--- src/three_marker_rle_decoder_assert.svh ---
// Assertion macros for the run-length decoder modules
`ifndef THREE_MARKER_RLE_DECODER_ASSERT_SVH
`define THREE_MARKER_RLE_DECODER_ASSERT_SVH

// Check that a condition implies another in the same cycle
`define TMRLED_ASSERT_IMP(label, clk, rst, ante, cons, msg) \
  label: assert property (@(posedge clk) disable iff (rst) (ante) |-> (cons)) \
    else $error(msg);

// Check that a condition implies another in the next cycle
`define TMRLED_ASSERT_NXT(label, clk, rst, ante, cons, msg) \
  label: assert property (@(posedge clk) disable iff (rst) (ante) |=> (cons)) \
    else $error(msg);

`endif

--- src/tmrled_pkg.sv ---
// Shared types and constants of the run-length decoder
package tmrled_pkg;

  // Bytes carried by one result word and the width of its byte count
  localparam int OUT_BYTES = 4;
  localparam int COUNT_W   = 3;

  // Longest run is 256 bytes, so a length needs nine bits
  localparam int LEN_W = 9;

  // Depth of the command queue between parser and expander
  localparam int QUEUE_DEPTH = 2;
  localparam int QPTR_W      = $clog2(QUEUE_DEPTH);
  localparam int QCNT_W      = $clog2(QUEUE_DEPTH + 1);

  // One run command: a byte value repeated len times
  typedef struct packed {
    logic [7:0]       value;
    logic [LEN_W-1:0] len;
  } run_cmd_t;

endpackage

--- src/tmrled_front.sv ---
// Stream parser: tracks header and code phases of accepted words and issues run commands
module tmrled_front import tmrled_pkg::*; (
  input  logic     clk,
  input  logic     rst,
  input  logic     in_valid,
  output logic     in_stall,
  input  logic [7:0] in_byte,
  input  logic     block_start,
  input  logic     q_full,
  output logic     push,
  output run_cmd_t push_cmd
);

  typedef enum logic [6:0] {
    PH_HDR_FMARK = 7'b0000001,
    PH_HDR_FVAL  = 7'b0000010,
    PH_HDR_EMARK = 7'b0000100,
    PH_CODE      = 7'b0001000,
    PH_FILL_CNT  = 7'b0010000,
    PH_ESC_VAL   = 7'b0100000,
    PH_ESC_CNT   = 7'b1000000
  } phase_t;

  phase_t     phase, phase_next;
  logic [7:0] fill_marker, fill_marker_next;
  logic [7:0] fill_value, fill_value_next;
  logic [7:0] escape_marker, escape_marker_next;
  logic [7:0] escape_value, escape_value_next;
  logic       accept;
  logic [LEN_W-1:0] count_len;

  // Hold the input while the queue has no room
  assign in_stall  = q_full;
  assign accept    = in_valid && !q_full;
  assign count_len = LEN_W'({1'b0, in_byte}) + LEN_W'(1);

  // Decode the accepted word against the current phase
  always_comb begin
    phase_next         = phase;
    fill_marker_next   = fill_marker;
    fill_value_next    = fill_value;
    escape_marker_next = escape_marker;
    escape_value_next  = escape_value;
    push               = 1'b0;
    push_cmd.value     = in_byte;
    push_cmd.len       = LEN_W'(1);
    if (accept) begin
      if (block_start) begin
        // A block start always opens a new header and drops any pending code
        fill_marker_next = in_byte;
        phase_next       = PH_HDR_FVAL;
      end else begin
        case (phase)
          PH_HDR_FVAL: begin
            fill_value_next = in_byte;
            phase_next      = PH_HDR_EMARK;
          end
          PH_HDR_EMARK: begin
            escape_marker_next = in_byte;
            phase_next         = PH_CODE;
          end
          PH_CODE: begin
            // Fill marker wins when both markers match
            if (in_byte == fill_marker) begin
              phase_next = PH_FILL_CNT;
            end else if (in_byte == escape_marker) begin
              phase_next = PH_ESC_VAL;
            end else begin
              push = 1'b1;
            end
          end
          PH_FILL_CNT: begin
            push           = 1'b1;
            push_cmd.value = fill_value;
            push_cmd.len   = count_len;
            phase_next     = PH_CODE;
          end
          PH_ESC_VAL: begin
            escape_value_next = in_byte;
            phase_next        = PH_ESC_CNT;
          end
          PH_ESC_CNT: begin
            push           = 1'b1;
            push_cmd.value = escape_value;
            push_cmd.len   = count_len;
            phase_next     = PH_CODE;
          end
          default: begin
            // Awaiting a header: take the word as the fill marker
            fill_marker_next = in_byte;
            phase_next       = PH_HDR_FVAL;
          end
        endcase
      end
    end
  end

  // Advance phase and markers
  always_ff @(posedge clk) begin
    if (rst) begin
      phase         <= PH_HDR_FMARK;
      fill_marker   <= 8'h00;
      fill_value    <= 8'h00;
      escape_marker <= 8'h00;
      escape_value  <= 8'h00;
    end else begin
      phase         <= phase_next;
      fill_marker   <= fill_marker_next;
      fill_value    <= fill_value_next;
      escape_marker <= escape_marker_next;
      escape_value  <= escape_value_next;
    end
  end

endmodule

--- src/tmrled_queue.sv ---
// Small register queue of run commands between parser and expander
module tmrled_queue import tmrled_pkg::*; (
  input  logic     clk,
  input  logic     rst,
  input  logic     push,
  input  run_cmd_t push_cmd,
  output logic     full,
  input  logic     pop,
  output logic     q_valid,
  output run_cmd_t q_cmd
);

  run_cmd_t          slots [QUEUE_DEPTH];
  logic [QPTR_W-1:0] wr_ptr;
  logic [QPTR_W-1:0] rd_ptr;
  logic [QCNT_W-1:0] fill;

  assign full    = (fill == QCNT_W'(QUEUE_DEPTH));
  assign q_valid = (fill != '0);
  assign q_cmd   = slots[rd_ptr];

  // Store an incoming command
  always_ff @(posedge clk) begin
    if (push) begin
      slots[wr_ptr] <= push_cmd;
    end
  end

  // Advance pointers and occupancy
  always_ff @(posedge clk) begin
    if (rst) begin
      wr_ptr <= '0;
      rd_ptr <= '0;
      fill   <= '0;
    end else begin
      if (push) begin
        wr_ptr <= (wr_ptr == QPTR_W'(QUEUE_DEPTH - 1)) ? '0 : wr_ptr + QPTR_W'(1);
      end
      if (pop) begin
        rd_ptr <= (rd_ptr == QPTR_W'(QUEUE_DEPTH - 1)) ? '0 : rd_ptr + QPTR_W'(1);
      end
      if (push && !pop) begin
        fill <= fill + QCNT_W'(1);
      end else if (pop && !push) begin
        fill <= fill - QCNT_W'(1);
      end
    end
  end

endmodule

--- src/tmrled_back.sv ---
// Run expander: turns run commands into packed result words
`include "three_marker_rle_decoder_assert.svh"
module tmrled_back import tmrled_pkg::*; #(
  parameter int BYTES_PER_WORD = 4
) (
  input  logic               clk,
  input  logic               rst,
  input  logic               q_valid,
  input  run_cmd_t           q_cmd,
  output logic               pop,
  output logic               out_valid,
  input  logic               out_stall,
  output logic [8*OUT_BYTES-1:0] out_word,
  output logic [COUNT_W-1:0] out_count,
  output logic               out_last
);

  // Effective word size is clamped to what the result word holds
  localparam int WORD_BYTES = (BYTES_PER_WORD < 1) ? 1 :
                              ((BYTES_PER_WORD > OUT_BYTES) ? OUT_BYTES : BYTES_PER_WORD);
  localparam logic [LEN_W-1:0]   WB_LEN = LEN_W'(WORD_BYTES);
  localparam logic [COUNT_W-1:0] WB_CNT = COUNT_W'(WORD_BYTES);

  logic                   busy;
  logic [7:0]             value;
  logic [LEN_W-1:0]       rem;
  logic                   emit;
  logic                   emit_last;
  logic [COUNT_W-1:0]     emit_count;
  logic [8*OUT_BYTES-1:0] word_next;

  // Produce a word whenever a run is active and the output slot frees up
  assign emit       = busy && (!out_valid || !out_stall);
  assign emit_last  = (rem <= WB_LEN);
  assign emit_count = emit_last ? rem[COUNT_W-1:0] : WB_CNT;
  assign pop        = q_valid && (!busy || (emit && emit_last));

  // Replicate the run byte into the valid lanes, zero the rest
  always_comb begin
    for (int i = 0; i < OUT_BYTES; i++) begin
      word_next[8*i +: 8] = (COUNT_W'(i) < emit_count) ? value : 8'h00;
    end
  end

  // Track the active run
  always_ff @(posedge clk) begin
    if (rst) begin
      busy  <= 1'b0;
      value <= 8'h00;
      rem   <= '0;
    end else if (pop) begin
      busy  <= 1'b1;
      value <= q_cmd.value;
      rem   <= q_cmd.len;
    end else if (emit) begin
      busy <= !emit_last;
      rem  <= rem - LEN_W'(emit_count);
    end
  end

  // Output register: load on emit, drop once taken
  always_ff @(posedge clk) begin
    if (rst) begin
      out_valid <= 1'b0;
    end else if (emit) begin
      out_valid <= 1'b1;
    end else if (!out_stall) begin
      out_valid <= 1'b0;
    end
  end

  always_ff @(posedge clk) begin
    if (emit) begin
      out_word  <= word_next;
      out_count <= emit_count;
      out_last  <= emit_last;
    end
  end

  `TMRLED_ASSERT_IMP(a_count_range, clk, rst, out_valid,
    (out_count != '0 && out_count <= WB_CNT), "result byte count out of range")
  `TMRLED_ASSERT_IMP(a_rem_nonzero, clk, rst, busy, (rem != '0),
    "active run with nothing left")
  `TMRLED_ASSERT_NXT(a_run_ends, clk, rst, (emit && emit_last && !q_valid), !busy,
    "expander still busy after last word")

endmodule

--- src/three_marker_rle_decoder.sv ---
// Three-marker run-length decoder: header parser, command queue, run expander.
// Throughput: one result word per cycle while out_stall is low and runs are queued;
// a run of n+1 bytes is split into words of up to BYTES_PER_WORD bytes (at most four),
// a literal gives a one-byte word, and header words give none.
// Reset (rst, synchronous) returns the parser to awaiting a header and empties
// the queue and output register.
module three_marker_rle_decoder import tmrled_pkg::*; #(
  parameter int BYTES_PER_WORD = 4
) (
  input  logic               clk,
  input  logic               rst,
  input  logic               in_valid,
  output logic               in_stall,
  input  logic [7:0]         in_byte,
  input  logic               block_start,
  output logic               out_valid,
  input  logic               out_stall,
  output logic [8*OUT_BYTES-1:0] out_word,
  output logic [COUNT_W-1:0] out_count,
  output logic               out_last
);

  logic     q_full;
  logic     push;
  run_cmd_t push_cmd;
  logic     pop;
  logic     q_valid;
  run_cmd_t q_cmd;

  tmrled_front u_front (
    .clk         (clk),
    .rst         (rst),
    .in_valid    (in_valid),
    .in_stall    (in_stall),
    .in_byte     (in_byte),
    .block_start (block_start),
    .q_full      (q_full),
    .push        (push),
    .push_cmd    (push_cmd)
  );

  tmrled_queue u_queue (
    .clk      (clk),
    .rst      (rst),
    .push     (push),
    .push_cmd (push_cmd),
    .full     (q_full),
    .pop      (pop),
    .q_valid  (q_valid),
    .q_cmd    (q_cmd)
  );

  tmrled_back #(
    .BYTES_PER_WORD (BYTES_PER_WORD)
  ) u_back (
    .clk       (clk),
    .rst       (rst),
    .q_valid   (q_valid),
    .q_cmd     (q_cmd),
    .pop       (pop),
    .out_valid (out_valid),
    .out_stall (out_stall),
    .out_word  (out_word),
    .out_count (out_count),
    .out_last  (out_last)
  );

endmodule

--- config.mk ---
export PLATFORM = sky130hd
export DESIGN_NAME = three_marker_rle_decoder
export DESIGN_NICKNAME = d
export VERILOG_FILES = /design/src/tmrled_pkg.sv /design/src/tmrled_front.sv /design/src/tmrled_queue.sv /design/src/tmrled_back.sv /design/src/three_marker_rle_decoder.sv
export VERILOG_INCLUDE_DIRS = /design/src /design/src/src
export SDC_FILE = /design/constraint.sdc
export NUM_CORES = 1
export LEC_CHECK = 0
export ABC_AREA = 0
export BUFFER_PORTS_ARGS = -buffer_cell sky130_fd_sc_hd__buf_4
export CAP_MARGIN = 20
export CORE_UTILIZATION = 64
export CTS_BUF_LIST = sky130_fd_sc_hd__clkbuf_16
export DETAILED_ROUTE_END_ITERATION = 10
export PLACE_DENSITY = 0.85
export SLEW_MARGIN = 20
export SYNTH_ARGS = -nofsm -noshare
export SYNTH_HDL_FRONTEND = slang
export SYNTH_SLANG_ARGS = --single-unit
--- constraint.sdc ---
create_clock -name clk -period 6.42 [get_ports clk]
set_clock_uncertainty 0.15 [all_clocks]
set_input_delay 0.963 -clock clk [delete_from_list [all_inputs] [get_ports clk]]
set_output_delay 0.963 -clock clk [all_outputs]
set_load 0.01 [all_outputs]
==> impl_metrics.py <==
metrics = {
    "placement": {
        "place_congestion": 0.881,
        "dp.cells": 640,
        "io_buffer_count": 50,
        "hpwl_um": 7050,
        "place_ws_ps": 2850,
    },
    "final_layout": {
        "final_cell_mix": "71 x nor2_1, 70 x edfxtp_1, 63 x dfxtp_1",
        "fin_nets": 568,
        "layout_commonest_cell": "nor2_1",
        "drive_gt1_frac": 0.189,
        "layout.cells.non_filler": 673,
        "areaGrowthSynthToFinish_pct": 17.5,
        "antenna_cells": 0,
    },
    "floorplan": {
        "die-area_sq_mm": 0.00944,
        "initial_core_util": 0.661,
        "io_pins": 51,
        "dieWidth_um": 97.2,
        "die_height_um": 97.2,
        "num_rows": 34,
        "core_sq_mm": 0.00876,
    },
    "route": {
        "drcViolationCount": 0,
        "first_pass_iters": 4,
        "via_per_inst": 5.88,
        "detailroute.via_count": 3956,
        "dr.first_iter.drc_count": 137,
        "routed_wirelength_um": 11100,
        "avgRoutedWirePerCell_um": 16.5,
        "ant_nets": 0,
    },
    "timing": {
        "finalCritPeriodShare": 0.537,
        "period_needed_ps": 3450,
        "hold_viol": 0,
        "setup_viol": 0,
        "drv_slew": 0,
        "relSlewSlack": 0.266,
        "max_freq_mhz": 290,
        "hold_slack_ps": 354,
        "rsz0062_at_grt": "no",
        "fin_ws_ps": 2970,
        "fin_setup_tns_ps": 0,
        "worstMarginPinSlew_ps": 1100,
    },
    "global_routing": {
        "grt_max_degree": 65,
        "first_global_vias": 3852,
        "antenna_found_initial": 0,
        "use_met3": 0.0619,
        "met1_usage": 0.286,
        "grt_use_total": 0.246,
        "grt.busiest_layer": "met2",
        "use_met2": 0.440,
        "grt_pass1_wl_um": 18400,
        "grt_overflow_total": 0,
    },
    "power_and_ir_drop": {
        "power.leakage_nw": 2.65,
        "fin_total_pwr_mw": 2.77,
        "vdd_ir_drop_max_uv": 204,
        "power_density_mw_per_mm2": 406,
    },
    "hold_path": {
        "worst_hold_path_type": "register to register",
    },
    "cts": {
        "cts_buffers": 17,
        "ctsResizeCount": 0,
        "ctsRootBufferMaster": "clkbuf_16",
        "clk_latency_ps": 410,
        "postCtsSetupBuffers": 0,
        "clk_pin_slew_worst_paths_ps": 60,
        "htreeDepth": 4,
        "clock_tree.buffer_depth": 2,
        "clock_sinks": 133,
        "ctsHoldBuffers": 0,
        "cts_tree": "built",
    },
    "synth": {
        "yosys_warnings": 0,
        "synth-seq-area-share": 0.580,
        "synthFlopType": "edfxtp_1",
        "syn_nets": 530,
        "synth_edf_count": 70,
        "synth.distinct_cells": 58,
        "syn-cell-area_sq_mm": 0.00580,
        "synthCells": 514,
        "avgSynthCellArea_sq_um": 11.3,
        "synthArstFlopShare": 0,
        "ys_ff_latch": 133,
    },
    "critical_path": {
        "crit_family": "simple AND/OR/NAND/NOR gates",
        "end_kind": "register",
        "path_cells": "or4_4 > o41ai_2 > and2b_1 > inv_4 > ha_1 > or3_1 > a21oi_1",
        "crit_path_max_incr_delay_ps": 900,
        "slowest_stage": "and2b_1",
        "crit_type": "register to register",
        "crit_arrival_ps": 3640,
        "start_kind": "register",
        "path_max_fanout": 27,
        "cp_num_buf_inv": 1,
        "crit_required_ps": 6610,
    },
    "job": {
        "maxCapViolCount": 0,
    },
    "outcome": {
        "status": "finished, final reports clean",
    },
}
[synth_stat cells, types with 7 or more instances]
cell type  count  area, sq um
and2_1        14         87.6
nor2_1        72          270
xor2_1        24          210
clkbuf_1      28          105
nand2_1       14         52.6
inv_1          9         33.8
a21oi_1       20          100
o21ai_0        8         40.0
mux2i_1       45          450
o22ai_1       16          100
nor2b_1       29          181
dfxtp_1       63         1260
edfxtp_1      70         2100
a211oi_1      15          113
nor4_1         8         50.1
a211oi_2       7         87.6
[routing by layer]
| metal | wire (um) | vias to the layer above |
|---|---|---|
| met1 | 4520 | 1883 |
| met3 | 548 | 22 |
| met4 | 178 | 0 |
| met5 | 0 | - |
| li1 | - | 1919 |
| met2 | 5850 | 132 |
[per-stage QoR]
| stage | cell area [sq um] | util |
|---|---|---|
| floorplan | 5800 | - |
| global placement | 6180 | 0.706 |
| detailed placement | 6190 | 0.706 |
| CTS | 6800 | 0.776 |
| global route | 6810 | 0.777 |
| finish | 6810 | 0.777 |
[area by class of cell]
cell class,instances,area (sq um)
Sequential cell,133,3360
Multi-Input combinational cell,335,2250
Fill cell,540,1950
Clock buffer,17,425
Timing Repair Buffer,54,405
Clock inverter,15,191
Tap cell,108,135
Inverter,11,43.8
[kinds of logic after synthesis]
| kind of cell | count (synthesis) | share of synthesized area |
|---|---|---|
| compound gates | 84 | 0.103 |
| flops | 133 | 0.580 |
| mux | 46 | 0.0797 |
| xor+xnor | 30 | 0.0453 |
| buf+inv | 46 | 0.0348 |
| simple gates | 171 | 0.149 |
| other cells | 1 | 0.000647 |
| fa+ha+maj | 3 | 0.00648 |
[worst register-to-register path: cells and delay by family, from the launching register on]
family / cells / cell delay [ps]
compound gates: 2 / 500
fa+ha+maj: 1 / 360
buf+inv: 1 / 130
flops: 1 / 360
simple gates: 3 / 1870
[final timing paths]
check / startpoint / endpoint / slack [ps] / depth (start not counted)
worst max-delay path: u_back.rem[3]$_SDFFE_PP0P_ / u_queue.fill[1]$_SDFFE_PP0P_ / 2970 / 7
worst min register to register: u_back.busy$_SDFFE_PP0P_ / u_back.busy$_SDFFE_PP0P_ / 350 / 2
worst max register to register: u_back.rem[3]$_SDFFE_PP0P_ / u_queue.fill[1]$_SDFFE_PP0P_ / 2970 / 7
worst min-delay path: u_back.busy$_SDFFE_PP0P_ / u_back.busy$_SDFFE_PP0P_ / 350 / 2
[power breakdown]
part,total (mW),switching (mW),internal [mW],leakage (nW)
Clock,0.999,0.378,0.621,0.298
Sequential,1.15,0.0940,1.06,1.21
Combinational,0.615,0.346,0.269,1.15
[state kept, by name, summed over array words and instances (netlist names), named ones only]
name,count
u_queue.slots,34
u_back.out_word,32
u_back.rem,9
u_back.value,8
u_front.escape_marker,8
u_front.escape_value,8
u_front.fill_marker,8
u_front.fill_value,8
u_front.phase,7
u_back.out_count,3
u_queue.fill,2
u_back.busy,1
u_back.out_last,1
u_back.out_valid,1
u_queue.rd_ptr,1
u_queue.wr_ptr,1
Note: power is estimated with default switching activity, not from simulation.
